[config.mk]
export PLATFORM = sky130hd
export DESIGN_NAME = c8ie_ctrl
export DESIGN_NICKNAME = d
export VERILOG_FILES = /design/src/c8ie_pkg.sv /design/src/c8ie_ctrl.sv
export SDC_FILE = /design/constraint.sdc
export NUM_CORES = 1
export LEC_CHECK = 0
export BUFFER_PORTS_ARGS = -buffer_cell sky130_fd_sc_hd__buf_2
export CORE_MARGIN = 3
export CORE_UTILIZATION = 54
export CTS_BUF_LIST = sky130_fd_sc_hd__clkbuf_4 sky130_fd_sc_hd__clkbuf_8
export CTS_CLUSTER_DIAMETER = 50
export DETAILED_ROUTE_END_ITERATION = 16
export PLACE_DENSITY = 0.94
export SLEW_MARGIN = 20
export SYNTH_ARGS = -nofsm -noshare
export SYNTH_HDL_FRONTEND = slang
export SYNTH_SLANG_ARGS = --single-unit
[constraint.sdc]
create_clock -name clk -period 5.3 [get_ports clk]
set_input_delay 1.06 -clock clk [delete_from_list [all_inputs] [get_ports clk]]
set_output_delay 1.06 -clock clk [all_outputs]
set_load 0.1 [all_outputs]
[src/c8ie_pkg.sv]
// Shared types and constants for the CHIP-8 instruction executor.
`default_nettype none
package c8ie_pkg;
    localparam logic [1:0] CMD_WRITE = 2'd0;
    localparam logic [1:0] CMD_EXEC  = 2'd1;
    localparam logic [1:0] CMD_READ  = 2'd2;
    localparam logic [1:0] CMD_REG   = 2'd3;

    localparam logic [2:0] ST_OK      = 3'd0;
    localparam logic [2:0] ST_EMPTY   = 3'd1;
    localparam logic [2:0] ST_FULL    = 3'd2;
    localparam logic [2:0] ST_UNKNOWN = 3'd3;
    localparam logic [2:0] ST_RANGE   = 3'd4;
    localparam logic [2:0] ST_NOIMPL  = 3'd5;

    // memory address select
    typedef enum logic [1:0] {
        MA_CMD = 2'd0,
        MA_PC  = 2'd1,
        MA_SP  = 2'd2
    } maddr_sel_t;

    typedef struct packed {
        logic       latch_in;   // capture the transaction
        logic       mem_rd;
        maddr_sel_t mem_sel;
        logic       mem_plus1;  // address + 1
        logic       mem_wr;
        logic       wr_hi;      // write return address high byte
        logic       wr_lo;
        logic       wr_data;    // write command data
        logic       cap_b0;
        logic       cap_b1;
        logic       cap_pop_hi;
        logic       execute;    // decode and commit
        logic       pop_commit;
        logic       push_commit;
        logic       clr_step;
        logic       finish;     // strobe result
    } c8ie_cmd_t;

    typedef struct packed {
        logic [1:0] command;
        logic       range_err;
        logic       is_cls;
        logic       is_ret;
        logic       is_call;
        logic       stack_empty;
        logic       stack_full;
        logic       clr_last;
    } c8ie_stat_t;
endpackage
`default_nettype wire

[src/c8ie_ctrl.sv]
// Controller sequencing memory accesses for each command.
`default_nettype none
module c8ie_ctrl
(
    input  wire logic              clk,
    input  wire logic              rst_n,
    input  wire logic              start,
    output logic                   busy,
    input  c8ie_pkg::c8ie_stat_t   stat,
    output c8ie_pkg::c8ie_cmd_t    cmd
);
    import c8ie_pkg::*;

    typedef enum logic [9:0] {
        S_IDLE  = 10'b0000000001,
        S_DISP  = 10'b0000000010,
        S_F1    = 10'b0000000100,
        S_F2    = 10'b0000001000,
        S_DEC   = 10'b0000010000,
        S_POP   = 10'b0000100000,
        S_PUSH  = 10'b0001000000,
        S_CLR   = 10'b0010000000,
        S_DONE  = 10'b0100000000,
        S_INIT  = 10'b1000000000
    } state_t;

    state_t state_reg, state_next;

    always_ff @(posedge clk or negedge rst_n)
    begin
        if (!rst_n)
        begin
            state_reg <= S_INIT;
        end
        else
        begin
            state_reg <= state_next;
        end
    end

    assign busy = (state_reg != S_IDLE);

    always_comb
    begin
        cmd = '0;
        cmd.mem_sel = MA_CMD;
        state_next = state_reg;
        unique case (state_reg)
            S_INIT:
            begin
                cmd.clr_step = 1'b1;
                if (stat.clr_last)
                begin
                    state_next = S_IDLE;
                end
            end
            S_IDLE:
            begin
                if (start)
                begin
                    cmd.latch_in = 1'b1;
                    state_next = S_DISP;
                end
            end
            S_DISP:
            begin
                unique case (stat.command)
                    CMD_WRITE:
                    begin
                        cmd.mem_wr = 1'b1;
                        cmd.wr_data = 1'b1;
                        state_next = S_DONE;
                    end
                    CMD_READ:
                    begin
                        cmd.mem_rd = 1'b1;
                        state_next = S_DONE;
                    end
                    CMD_REG:
                    begin
                        state_next = S_DONE;
                    end
                    default:
                    begin
                        if (stat.range_err)
                        begin
                            state_next = S_DONE;
                        end
                        else
                        begin
                            cmd.mem_rd = 1'b1;
                            cmd.mem_sel = MA_PC;
                            state_next = S_F1;
                        end
                    end
                endcase
            end
            S_F1:
            begin
                cmd.cap_b0 = 1'b1;
                cmd.mem_rd = 1'b1;
                cmd.mem_sel = MA_PC;
                cmd.mem_plus1 = 1'b1;
                state_next = S_F2;
            end
            S_F2:
            begin
                cmd.cap_b1 = 1'b1;
                state_next = S_DEC;
            end
            S_DEC:
            begin
                if (stat.is_ret && !stat.stack_empty)
                begin
                    cmd.mem_rd = 1'b1;
                    cmd.mem_sel = MA_SP;
                    state_next = S_POP;
                end
                else if (stat.is_call && !stat.stack_full)
                begin
                    cmd.mem_wr = 1'b1;
                    cmd.mem_sel = MA_SP;
                    cmd.wr_hi = 1'b1;
                    state_next = S_PUSH;
                end
                else if (stat.is_cls)
                begin
                    state_next = S_CLR;
                end
                else
                begin
                    cmd.execute = 1'b1;
                    state_next = S_DONE;
                end
            end
            S_POP:
            begin
                cmd.cap_pop_hi = 1'b1;
                cmd.mem_rd = 1'b1;
                cmd.mem_sel = MA_SP;
                cmd.mem_plus1 = 1'b1;
                state_next = S_DONE;
                cmd.pop_commit = 1'b1;
            end
            S_PUSH:
            begin
                cmd.mem_wr = 1'b1;
                cmd.mem_sel = MA_SP;
                cmd.mem_plus1 = 1'b1;
                cmd.wr_lo = 1'b1;
                cmd.push_commit = 1'b1;
                state_next = S_DONE;
            end
            S_CLR:
            begin
                cmd.clr_step = 1'b1;
                if (stat.clr_last)
                begin
                    cmd.execute = 1'b1;
                    state_next = S_DONE;
                end
            end
            S_DONE:
            begin
                cmd.finish = 1'b1;
                state_next = S_IDLE;
            end
            default:
            begin
                state_next = S_IDLE;
            end
        endcase
    end
endmodule
`default_nettype wire

# After elaboration in Yosys (flattened, before gate mapping)
# Cells that the tools add are included.
[totals] reg_bits=10 output_inout_bits=18 input_bits=12
[op_classes] muxes=37 n_eq_ne=16 n_reduce_logical=12
[ops] operator="case mux 10 bit (8 select lines)" n=1
[ops] operator="two-way mux 10 bit" n=5
[ops] operator="two-way mux 9 bit" n=3
[ops] operator="two-way mux 1 bit" n=17
[ops] operator="== test 10 x 1 -> 1 bit (second input constant)" n=1
[ops] operator="== test 10 bit (second input constant)" n=1
[ops] operator="== test 10 x 2 -> 1 bit (second input constant)" n=1
[ops] operator="== test 10 x 3 -> 1 bit (second input constant)" n=1
[ops] operator="== test 10 x 4 -> 1 bit (second input constant)" n=1
[ops] operator="== test 10 x 5 -> 1 bit (second input constant)" n=1
[ops] operator="== test 10 x 6 -> 1 bit (second input constant)" n=1
[ops] operator="== test 10 x 7 -> 1 bit (second input constant)" n=1
[ops] operator="== test 10 x 8 -> 1 bit (second input constant)" n=1
[ops] operator="== test 10 x 9 -> 1 bit (second input constant)" n=1
[ops] operator="two-way mux 2 bit" n=5
[ops] operator="!= test 10 x 1 -> 1 bit (second input constant)" n=1
[ops] operator="case mux 2 bit (4 select lines)" n=1
[ops] operator="OR reduction 2 bit" n=4
[ops] operator="!= test 2 bit (second input constant)" n=3
[ops] operator="case mux 1 bit (3 select lines)" n=2
[ops] operator="OR reduction 3 bit" n=2
[ops] operator="== test 2 bit (second input constant)" n=2
[ops] operator="case mux 1 bit (2 select lines)" n=2
[ops] operator="two-way mux 3 bit" n=1
[ops] operator="other kinds (4)" n=6

# Longest topological paths before layout
# Gate-level depths: netlist (run 1).
[depth] ltp_word=5 ltp_mapped=5

# Least setup slack after synthesis (run 1)
# OpenSTA, ideal clock, no wires.
[synth_timing] path_kind="register -> output" startpoint="register state_reg[7]" endpoint="output port cmd[13] (netlist bit)" path_slack_ns=0.026 arrival_ns=4.214 path_buffers=1 t_required_ns=4.240 path_stages_with_launch=6 path_cell_list="dfrtp_1 > buf_6 > nor4_4 > nand3_1 > nor3b_1 > or2_1"
[synth_rtl] element="start, declared" line="c8ie_ctrl.sv:27" source="state_t state_reg, state_next;"
[synth_rtl] element="start signal, assigned" line="c8ie_ctrl.sv:37" source="state_reg <= state_next;"
[synth_rtl] element="end, declared" line="c8ie_ctrl.sv:10" source="output c8ie_pkg::c8ie_cmd_t cmd"

==> results, run 1 <==
- The run finished with clean final reports.
- The first TritonRoute pass finished after 4 iterations.
- The startpoint of the lowest-slack hold path is state_reg[9].
- Adding up every negative setup slack in the final design gives 0 ps.
- When the netlist entered floorplanning its net count stood at 106.
- The worst path uses 67.13% of the clock period.
- The die covers 0.002045 mm2.
- Measured along the x axis, the die boundary spans 45.23 um.
- The final instance area is 968.4 um2.
- The cell chosen for the clock root is clkbuf_4.
- Hold is met by 567.1 ps.
- The synthesized netlist contains 40 unique library cells.
- The flop and latch count out of synthesis is 10.
- The type of the worst setup path is input port to output pin.
- The critical path launch point is stat[4].
- The final cell utilization of the core is 70.88%.
- The number of enable-type register cells in the synthesized netlist is 0.
- STA puts the critical path data required time at 4240 ps.
- The count of yosys warnings during synthesis is 0.
- The worst-skew pair later-pin latency is 280 ps.
- The analysis attributes to cell leakage a power of 0.5088 nW.
- On the final layout, the worst clock skew is 0.5170 ps.
- Net switching is 52.62% of the power.
- The count of pins over their slew limit was 0.
- The finished layout holds 134 standard cells, fillers aside.
- The height of the die is 45.23 um.
- Among all flip-flop cells after synthesis, the most frequent one is dfrtp_1.
- The delay of the slowest cell on the worst path is 480 ps.
- The type of element launching the critical path is an input port.
- The register share of total power is 28.7%.
- The relative slew slack is 58.68%.
- The post-detailed-placement half-perimeter wirelength is 1.594 mm.
- The cell count after placement is 130.
- Summing every instance area after synthesis gives 830.8 um2.
- The H-tree level count is 1.
- Sequential cells were found to cover 30.27% of the synthesized design area.
- The area after detailed placement is 938.4 um2.
- By area the synthesized netlist is led by dfrtp_1 27%, nor4_4 5.1%, nor2_1 4.5%, xor2_1 4.2%, buf_4 3.6%.
- The standard-cell row count is 13.
- The number of placed I/O pins is 30.
- Setup repair after global routing left no endpoint under its margin.
- The post-CTS resize count is 0.
- The number of setup buffers added after CTS is 0.
- The share of total power dissipated in the clock network is 17.5%.
- The pin slew with the least headroom to its limit is 614.1 ps.
- The fill cell total of the finished layout is 95.
- The number of buffers inserted by hold repair at cts is 0.
- The count of vias placed by the detailed router is 862.
- The residual overflow from global routing is 0.
- The final number of hold-violating endpoints was 0.
- The total wirelength of the detailed-routed design is 2.105 mm.
- The violation count after the first detailed-routing iteration is 36.
- After the last flow step, the layout net total stands at 132.
- The fmax is 281.1 MHz.
- Dividing the detail-routed via count by the number of cells gives 6.433.
- The initial antenna violation count is 0.
- The peak fanout along the critical path is 3.
- The longest clock path from root to sink contains 2 buffers.
- In the final layout, the share of cells above drive strength 1 is 32.77%.
- The path type of the worst min-delay path is flop to flop.
- The worst-case IR drop observed on VDD is 0.0004535 V.
- The number of global-route vias before repair was 805.
- After clock tree synthesis, the clock-pin slew on the worst setup and hold paths is 70 ps.
- Setup slack closes at 1742 ps.
- The congestion estimate from routability-driven global placement came to 0.8245.
- Compared with the post-synthesis result, the final layout area differs by 16.57%.
- The tool flagged a number of max-cap violations equal to 0.
- The total power divided by cell area is 374.5 mW/mm2.
- For this configuration, the core starts out at a cell density of 60.81%.
- Sorting the synthesized cells by how often they occur yields 10 x nor2_1, 9 x dfrtp_1, 5 x nand2_1.
- The power spent charging and discharging nets is 190.8 uW.
- The total power after layout is 362.7 uW.
- The share of synthesized area in the top cell type comes to 27.11%.
- The average wire per standard cell is 15.71 um.
- Timing analysis after detailed placement gives a worst setup slack of 1760 ps.
- The total internal power is 171.8 uW.
- The first global-routing pass estimated 3.456 mm of wire.
- The maximum number of pins on one net before global-route repair is 11.
- The most frequent cell on the critical path is buf_2.
- The total clock buffers created by CTS is 3.
- The share of total power in combinational logic is 53.7%.
- The average instance area after synthesis is 8.838 um2.
- The total DRC errors in the routed layout is 0.
- The repair_antennas step left the layout with diodes totalling 0.
- After technology mapping, the gate count stands at 94.
- The overall track demand over capacity in global routing is 23.83%.
- The flip-flop count of the largest register after layout is 10.
- Setup violations remaining at the end of the flow were counted as 0.
- CTS saw 10 sinks.
- The sort of element at the end of the critical path is an output pin.
- The number of buffers added on ports is 29.
- The smallest clock period supported by the final layout is computed as 3558 ps.
- Among all stages on the critical path, the largest delay is contributed by buf_2.
- The CTS tree is yes.
- Of all cell types, the one taking the most synthesized area is dfrtp_1.
- After synthesis, the share of flip-flops with an asynchronous set or reset is 100.0%.
- The area of the core is 0.001366 mm2.
- The startpoint of the most critical register-to-register path is state_reg[7].
- Traced cell by cell, the critical path runs through buf_2 -> nor2b_1 -> a21oi_1 -> or3b_1 -> o31ai_1 -> buf_2.
- The cell with the most instances after synthesis is nor2_1.
- The number of antenna-violating nets in the routed design is 0.
- The arrival time of data at the critical path endpoint is 2500 ps.
-- power groups by stage --
stage,Combinational (mW),Clock (mW),Sequential (mW)
global placement,0.188,0,0.104
finish,0.195,0.0636,0.104
detailed placement,0.192,0,0.105
CTS,0.194,0.0633,0.103
global route,0.206,0.0701,0.105
floorplan,0.161,0,0.0999
-- cell families after synthesis --
group | after synthesis | synth area share [%]
and+or+nand+nor | 54 | 45.48
AOI/OAI and AO/OA | 13 | 10.39
buffers and inverters | 12 | 8.583
DFF | 10 | 30.27
xor gates and xnor gates | 5 | 5.271
-- worst paths after layout --
path	to	slack, ps	depth (start not counted)
min	state_reg[9]	570	1
min in group asynchronous	state_reg[8]	640	1
min reg2reg	state_reg[9]	570	1
max in group asynchronous	state_reg[9]	4410	1
max	cmd[4]	1740	6
max reg2reg	state_reg[8]	3430	4
-- worst max-delay path, delay by kind of cell --
kind / cells / cell delay [ps]
AOI/OAI and AO/OA: 2 / 290
buffers and inverters: 2 / 590
and+or+nand+nor: 2 / 560
-- layer usage --
layer  up-vias  GRT usage, %  share of wire, %  wire, um
li1        389             -                 -         -
met1       399         26.11                35       736
met4         0         17.54               3.2        68
met5         -             0                 0         0
met3         8         5.179                11       223
met2        66         39.83                51      1076
-- layout make-up --
class | count | area (um2) | area share [%]
sequential | 10 | 251.5 | 25.97
timing repair buffer | 29 | 145.1 | 14.99
inverter | 4 | 15.01 | 1.550
tap | 15 | 18.77 | 1.938
multi-input combinational | 72 | 508.0 | 52.45
clock buffer | 4 | 30.03 | 3.101
-- placed cells by master (no fill, tap or decap), types with 2 or more instances in the layout --
cell type | Yosys | routed
and3_1 | 2 | 2
buf_2 | 2 | 29
clkbuf_4 | 0 | 4
dfrtp_1 | 9 | 9
inv_1 | 4 | 4
nand2_1 | 5 | 5
nand2b_1 | 3 | 3
nand3_1 | 3 | 3
nand4_1 | 2 | 2
nand4b_1 | 2 | 2
nor2_1 | 10 | 10
nor2b_1 | 2 | 2
nor3_1 | 4 | 4
nor3b_1 | 4 | 4
nor4_4 | 2 | 2
nor4b_1 | 3 | 3
o211ai_1 | 2 | 2
o21ai_0 | 4 | 4
o31ai_1 | 2 | 2
or3_1 | 2 | 2
xor2_1 | 4 | 4
Power figures use the tool's default switching activity.
==> inputs of run 2 (changes only) <==
--- a/config.mk
+++ b/config.mk
@@ -7,11 +7,11 @@
 export LEC_CHECK = 0
 export BUFFER_PORTS_ARGS = -buffer_cell sky130_fd_sc_hd__buf_2
 export CORE_MARGIN = 3
-export CORE_UTILIZATION = 54
+export CORE_UTILIZATION = 46
 export CTS_BUF_LIST = sky130_fd_sc_hd__clkbuf_4 sky130_fd_sc_hd__clkbuf_8
 export CTS_CLUSTER_DIAMETER = 50
 export DETAILED_ROUTE_END_ITERATION = 16
-export PLACE_DENSITY = 0.94
+export PLACE_DENSITY = 0.86
 export SLEW_MARGIN = 20
 export SYNTH_ARGS = -nofsm -noshare
 export SYNTH_HDL_FRONTEND = slang
==> constraint.sdc (replaced) <==
create_clock -name clk -period 3.2 [get_ports clk]
set_input_delay 0.64 -clock clk [delete_from_list [all_inputs] [get_ports clk]]
set_output_delay 0.64 -clock clk [all_outputs]
set_load 0.1 [all_outputs]
==> run 2 against run 1 <==
  * Total power is 69% higher
  * Global-route usage fell by 3.4 points
  * Design area increased by 7.8%
  * Sequential cell count did not move
  * Critical path depth fell by 1
  * Combinational power grew 71%
  * Non-clock buffer count rose by 1
  * Setup slack got worse by 1600 ps
  * Sequential share of layout area is 1.9 points lower
  * Wire length is 2.5% lower
  * Critical endpoint is now cmd[11]
  * Largest cell class unchanged
  * Largest power group unchanged
==> results, run 2 (synthesis results as in run 1) <==
- Among cell families on the critical path, the largest total delay comes from simple AND/OR/NAND/NOR gates.
- On the critical path, the stage with the largest delay is an instance of dfrtp_1.
- The required arrival time at the worst endpoint came to 2560 ps (-1680 ps).
- The highest ir drop seen on vdd is 0.0004263 V (-6.0%).
- The maximum number of pins on one net before global-route repair came to 11 (unchanged).
- The violation count after the first detailed-routing iteration came to 22 (-39%).
- The leakage power is 0.5252 nW (+3.2%).
- The number of global-route vias before repair is 779 (-3.2%).
- The pin slew with the least headroom to its limit was 493.7 ps (-120.4 ps).
- The clock period minus worst slack is 3037 ps.
- The post-detailed-placement half-perimeter wirelength came to 1.619 mm (+1.6%).
- The relative slew slack is 66.78% (+8.1 points).
- The number of antenna-violating nets in the routed design is 0 (unchanged).
- The residual overflow from global routing is 0 (unchanged).
- The number of sinks handled by clock tree synthesis was 10 (unchanged).
- The count of vias placed by the detailed router came to 813 (-5.7%).
- The number of placed I/O pins is 30 (unchanged).
- The H-tree level count is 1 (unchanged).
- The number of nets at the end of the flow is 133 (+0.76%).
- The CTS tree is yes.
- The critical path is of the flop to output pin type.
- The min-delay analysis places its worst path in the category input port to asynchronous set/reset pin.
- The horizontal extent of the die is 48.50 um (+7.2%).
- The final clock skew is 6.355 ps (+5.838 ps).
- Setup repair after global routing left no endpoint under its margin.
- The clock transition at the register clock pins on the worst setup and hold paths after CTS is 70 ps (about the same).
- The most common cell after layout, fill and taps aside is buf_2.
- The worst register-to-register path ends at state_reg[8].
- The final estimated routing congestion in global placement is 0.8118 (-1.5%).
- The flow ran to the end, and the final reports show no timing, DRC or antenna violations.
- The total power after layout came to 614.4 uW (+69%).
- The final number of hold-violating endpoints is 0 (unchanged).
- The total setup violations reported at the end of the flow is 0 (unchanged).
- The post-CTS setup-driven buffer insertion count came to 0 (unchanged).
- The total DRC errors in the routed layout came to 0 (unchanged).
- The wire length of the first global-routing pass came to 3.677 mm (+6.4%).
- The standard-cell row count is 14 (+1).
- Compared with the post-synthesis result, the final layout area differs by 25.60%.
- The initial core utilization is 52.12% (-8.7 points).
- The startpoint of the most critical register-to-register path is state_reg[6].
- The register area is 251.5 um2 (unchanged).
- The area enclosed by the die boundary is 0.002352 mm2 (+15%).
- The via-per-instance ratio is 5.646 (-12%).
- The total clock buffers created by CTS is 3 (unchanged).
- Based on the critical path, the design can be clocked at up to 329.3 MHz.
- The flip-flop count of the largest register after layout came to 10 (unchanged).
- The worst-skew pair later-pin latency is 280 ps (about the same).
- The overall track demand over capacity in global routing was 20.39% (-3.4 points).
- The proportion of layout cells with a drive suffix above 1 was 40.00% (+7.2 points).
- The count of pins over their slew limit came to 0 (unchanged).
- The depth of the worst register-to-register path came to 4 (unchanged).
- The fill cell total of the finished layout is 123 (+29%).
- The final antenna diode count was 0 (unchanged).
- The area of the core came to 0.001594 mm2 (+17%).
- In the layout the commonest cells are 28 x buf_2, 9 x nor2_1, 9 x dfrtp_1, 5 x nand2_1, 5 x clkbuf_4.
- The area used by multi-input combinational logic came to 561.8 um2 (+11%).
- The worst setup path is launched from a flop.
- The peak fanout along the critical path is 8 (+5).
- The worst slack at placement is 410.8 ps (-1349 ps).
- The delay of the slowest cell on the worst path is 500 ps (+20 ps).
- The initial antenna violation count is 0 (unchanged).
- The average wire per standard cell came to 14.26 um (-9.2%).
- The number of buffers added on ports came to 29 (unchanged).
- The share of the clock period used by the worst path is 94.90%.
- The critical path buffer and inverter count is 1 (-1).
- The setup slack of the worst register-to-register path came to 1320 ps (-2110 ps).
- The number of buffers between clock root and the deepest sink is 2 (unchanged).
- The height of the die was 48.50 um (+7.2%).
- The total wirelength of the detailed-routed design is 2.053 mm (-2.5%).
- The sort of element at the end of the critical path is an output pin.
- The arrival time of data at the critical path endpoint is 2400 ps (-100 ps).
- The first-pass iteration count of the detailed router is 4 (unchanged).
- The signal on the critical path passes through nor4_4 -> nand4_4 -> nor4b_4 -> or3_4 -> buf_2.
- In this run the clock root is driven by a clkbuf_4.
- The count of maximum capacitance violations is 0 (unchanged).
- The post-route worst setup slack is 163.3 ps (-1579 ps).
- The total power divided by cell area is 588.8 mW/mm2 (+57%).
[run 2: cell count changes in the layout (fill, tap and decap cells not counted), moves of 2 or more]
| cell | change |
|---|---|
| nor3b_2 | +2 |
| or3_1 | -2 |
| nor3_1 | -2 |
| nor3b_1 | -2 |
[run 2: worst max path at each step]
| stage | startpoint | slack [ps] | cells after the start | to |
|---|---|---|---|---|
| after global placement | state_reg[6] | 450 | 5 | cmd[4] |
| after global routing | state_reg[2] | 20 | 5 | cmd[15] |
| after CTS | state_reg[6] | 100 | 5 | cmd[4] |
| after detailed placement | state_reg[6] | 410 | 5 | cmd[4] |
| final | state_reg[6] | 160 | 5 | cmd[11] |
| after floorplan | state_reg[6] | -620 | 5 | cmd[13] |
[run 2: power by group]
part	internal (mW)	total (mW)	switching [mW]	leakage [nW]
logic	0.0943	0.333	0.239	0.375
registers	0.140	0.175	0.0343	0.132
clock network	0.0569	0.107	0.0497	0.0184
total	0.291	0.614	0.323	0.525
[run 2: what timing repair did]
| item | 4_1_cts | 5_1_grt |
|---|---|---|
| endpoints found under the hold margin | 0 | 0 |
| hold buffers | 0 | 0 |
| setup endpoints to repair | 0 | 1 |
| resized for setup | 0 | 1 |
[run 2: cell type report]
type,count,share of cell area (%)
tap,24,2.878
multi-input combinational,72,53.84
timing repair buffer,30,14.87
inverter,4,1.439
clock buffer,4,2.878
sequential,10,24.10
[run 2: worst register-to-register path: cells and delay by family (launching register included)]
family	cells	cell delay [ps]
AO/OA/AOI/OAI	1	150
flip-flops	1	500
AND/OR/NAND/NOR	3	1150
[run 2: per-stage QoR]
step                utilization [%]  TNS (ps)  hold WS, ps  area (um2)  cells
floorplan                         -    -873.0        344.4       888.4     94
global placement              63.42         0        511.4        1011    140
detailed placement            63.42         0        518.8        1011    140
CTS                           65.31         0        220.1        1041    144
global route                  65.46         0        219.3        1044    144
finish                        65.46         0        210.8        1044    144
[run 2: layer usage]
metal	wire length, um	GRT usage (%)	part of all wire, %
met1	863	23.85	42
met5	0	0	0
met2	966	34.86	47
met3	182	4.601	8.9
met4	40	10.43	1.9
==> inputs of run 3 (changes only) <==
--- a/config.mk
+++ b/config.mk
@@ -7,11 +7,11 @@
 export LEC_CHECK = 0
 export BUFFER_PORTS_ARGS = -buffer_cell sky130_fd_sc_hd__buf_2
 export CORE_MARGIN = 3
-export CORE_UTILIZATION = 46
+export CORE_UTILIZATION = 50
 export CTS_BUF_LIST = sky130_fd_sc_hd__clkbuf_4 sky130_fd_sc_hd__clkbuf_8
 export CTS_CLUSTER_DIAMETER = 50
 export DETAILED_ROUTE_END_ITERATION = 16
-export PLACE_DENSITY = 0.86
+export PLACE_DENSITY = 0.88
 export SLEW_MARGIN = 20
 export SYNTH_ARGS = -nofsm -noshare
 export SYNTH_HDL_FRONTEND = slang
==> constraint.sdc (replaced) <==
create_clock -name clk -period 2.89 [get_ports clk]
set_input_delay 0.578 -clock clk [delete_from_list [all_inputs] [get_ports clk]]
set_output_delay 0.578 -clock clk [all_outputs]
set_load 0.1 [all_outputs]
==> run 3 against run 2 <==
  * Setup slack worse by 63 ps
  * Worst hold slack worse by 62 ps
  * Sequential power up 9%
==> results, run 3 (synthesis results as in run 1) <==
- The flow ran to the end, and the final reports show no timing, DRC or antenna violations.
- The relative slew slack is 67.87% (+1.1 points).
- Dividing the final minimum period by the clock period gives 96.55%.
- The via-per-instance ratio came to 5.905 (+4.6%).
- CTS placed an instance of clkbuf_4 at the clock tree root.
- The sort of element at the end of the critical path is an output pin.
- The total power divided by cell area was 621.8 mW/mm2 (+5.6%).
- The number of buffers added on ports is 29 (unchanged).
- The first-pass iteration count of the detailed router is 4 (unchanged).
- The initial antenna violation count came to 0 (unchanged).
- The leakage power is 0.5412 nW (+3.0%).
- The cell count after placement was 133 (-5.0%).
- The total power after layout is 699.4 uW (+14%).
- The area growth from synthesis to layout is 35.39%.
- The peak fanout along the critical path was 8 (unchanged).
- The number of placed I/O pins was 30 (unchanged).
- The proportion of layout cells with a drive suffix above 1 was 42.98% (+3.0 points).
- The final estimated routing congestion in global placement is 0.8325 (+2.5%).
- The fmax is 358.4 MHz.
- The post-CTS setup-driven buffer insertion count is 0 (unchanged).
- The area enclosed by the die boundary was 0.002187 mm2 (-7.0%).
- The clock transition at the register clock pins on the worst setup and hold paths after CTS is 80 ps (about the same).
- The maximum number of pins on one net before global-route repair is 11 (unchanged).
- The number of antenna-violating nets in the routed design was 0 (unchanged).
- The area used by multi-input combinational logic is 580.6 um2 (+3.3%).
- The count of pins over their slew limit is 0 (unchanged).
- The final antenna diode count came to 0 (unchanged).
- The residual overflow from global routing is 0 (unchanged).
- The total clock buffers created by CTS is 3 (unchanged).
- The post-detailed-placement half-perimeter wirelength is 1.582 mm (-2.3%).
- The standard-cell row count came to 14 (unchanged).
- The count of maximum capacitance violations is 0 (unchanged).
- The total DRC errors in the routed layout is 0 (unchanged).
- The register area came to 251.5 um2 (unchanged).
- The flip-flop count of the largest register after layout is 10 (unchanged).
- The wire length of the first global-routing pass came to 3.077 mm (-16%).
- The required arrival time at the worst endpoint came to 2310 ps (-250 ps).
- The number of global-route vias before repair was 671 (-14%).
- The final clock skew came to 6.695 ps (+0.3402 ps).
- The number of nets at the end of the flow is 134 (+0.75%).
- The worst hold path belongs to the class input port to asynchronous set/reset pin.
- The fill cell total of the finished layout is 115 (-6.5%).
- The number of sinks handled by clock tree synthesis is 10 (unchanged).
- The area of the core is 0.001541 mm2 (-3.3%).
- The horizontal extent of the die is 46.76 um (-3.6%).
- The number of buffers inserted by hold repair at cts is 0 (unchanged).
- The worst-skew pair later-pin latency was 270 ps (about the same).
- Setup repair after global routing left no endpoint under its margin.
- The violation count after the first detailed-routing iteration is 16 (-27%).
- The count of vias placed by the detailed router came to 809 (-0.49%).
- The number of buffers between clock root and the deepest sink is 2 (unchanged).
- The highest ir drop seen on vdd came to 0.0003994 V (-6.3%).
- STA classifies the critical path startpoint as a flop.
- The average wire per standard cell came to 14.31 um (+0.35%).
- The number of standard cells in the final layout excluding fillers is 137 (-4.9%).
- The total setup violations reported at the end of the flow is 0 (unchanged).
- The total wirelength of the detailed-routed design is 1.960 mm (-4.5%).
- The library cells used most frequently in the layout, excluding fill and tap cells, are 22 x buf_2, 9 x nor2_1, 9 x dfrtp_1, 7 x clkbuf_4, 5 x nand2_1.
- The H-tree level count came to 1 (unchanged).
- TritonCTS built the clock tree.
- The overall track demand over capacity in global routing is 20.33% (-0.062 points).
- The initial core utilization was 53.90% (+1.8 points).
- The critical path is of the flop to output pin type.
- The final number of hold-violating endpoints is 0 (unchanged).
- The pin slew with the least headroom to its limit is 485.3 ps (-8.370 ps).
- The height of the die was 46.76 um (-3.6%).
- The routed design could run at a clock period as short as 2790 ps.
- The arrival time of data at the critical path endpoint is 2210 ps (-190 ps).
- The most common cell after layout, fill and taps aside is buf_2.
==> run 3: metal layers <==
| layer | vias to the layer above | GRT usage (%) | share of wire, % |
|---|---|---|---|
| met3 | 4 | 3.831 | 8.3 |
| met5 | - | 0 | 0 |
| li1 | 394 | - | - |
| met2 | 31 | 30.89 | 47 |
| met1 | 380 | 27.57 | 43 |
| met4 | 0 | 9.945 | 2.3 |
==> run 3: timing repair <==
item,CTS,global route
hold endpoints to repair,0,0
gates resized for setup,0,3
setup endpoints to repair,0,3
==> run 3: layout make-up <==
| cell class | instances | area share, % |
|---|---|---|
| Multi-Input combinational cell | 72 | 51.61 |
| Sequential cell | 10 | 22.36 |
| Timing Repair Buffer | 31 | 20.24 |
| Clock buffer | 4 | 2.670 |
| Tap cell | 16 | 1.780 |
| Inverter | 4 | 1.335 |
==> run 3: worst max-delay path, stage by stage, from the launching register on <==
cell	delay [ps]
dfrtp_1	500
nor4_4	460
nand4_4	220
or3b_1	440
o31ai_2	100
buf_12	220
==> run 3: final timing paths <==
path | to | from | cells past startpoint | slack [ps]
worst max-delay path | cmd[4] | state_reg[6] | 5 | 100
worst max register to register | state_reg[8] | state_reg[2] | 4 | 1010
min in group clk | state_reg[6] | stat[1] | 2 | 530
worst min-delay path | state_reg[1] | rst_n | 1 | 150
max in group asynchronous | state_reg[9] | rst_n | 1 | 2480
worst min register to register | state_reg[9] | state_reg[9] | 1 | 570
==> run 3: through the flow <==
step	utilization, %	setup TNS, ps	hold slack [ps]	area, um2	setup WS (ps)
2_1_floorplan	-	-1018	282.4	907.1	-368.5
3_3_place_gp	70.54	0	449.7	1087	394.4
3_5_place_dp	70.54	0	455.5	1087	331.8
4_1_cts	72.48	0	164.5	1117	31.88
5_1_grt	72.97	0	161.5	1125	10.43
6_report	72.97	0	148.9	1125	99.83
==> run 3: where the power goes <==
part / leakage [nW] / total, mW / switching [mW] / internal [mW]
logic: 0.391 / 0.391 / 0.273 / 0.118
registers: 0.132 / 0.190 / 0.0343 / 0.155
clock network: 0.0184 / 0.118 / 0.0554 / 0.0629
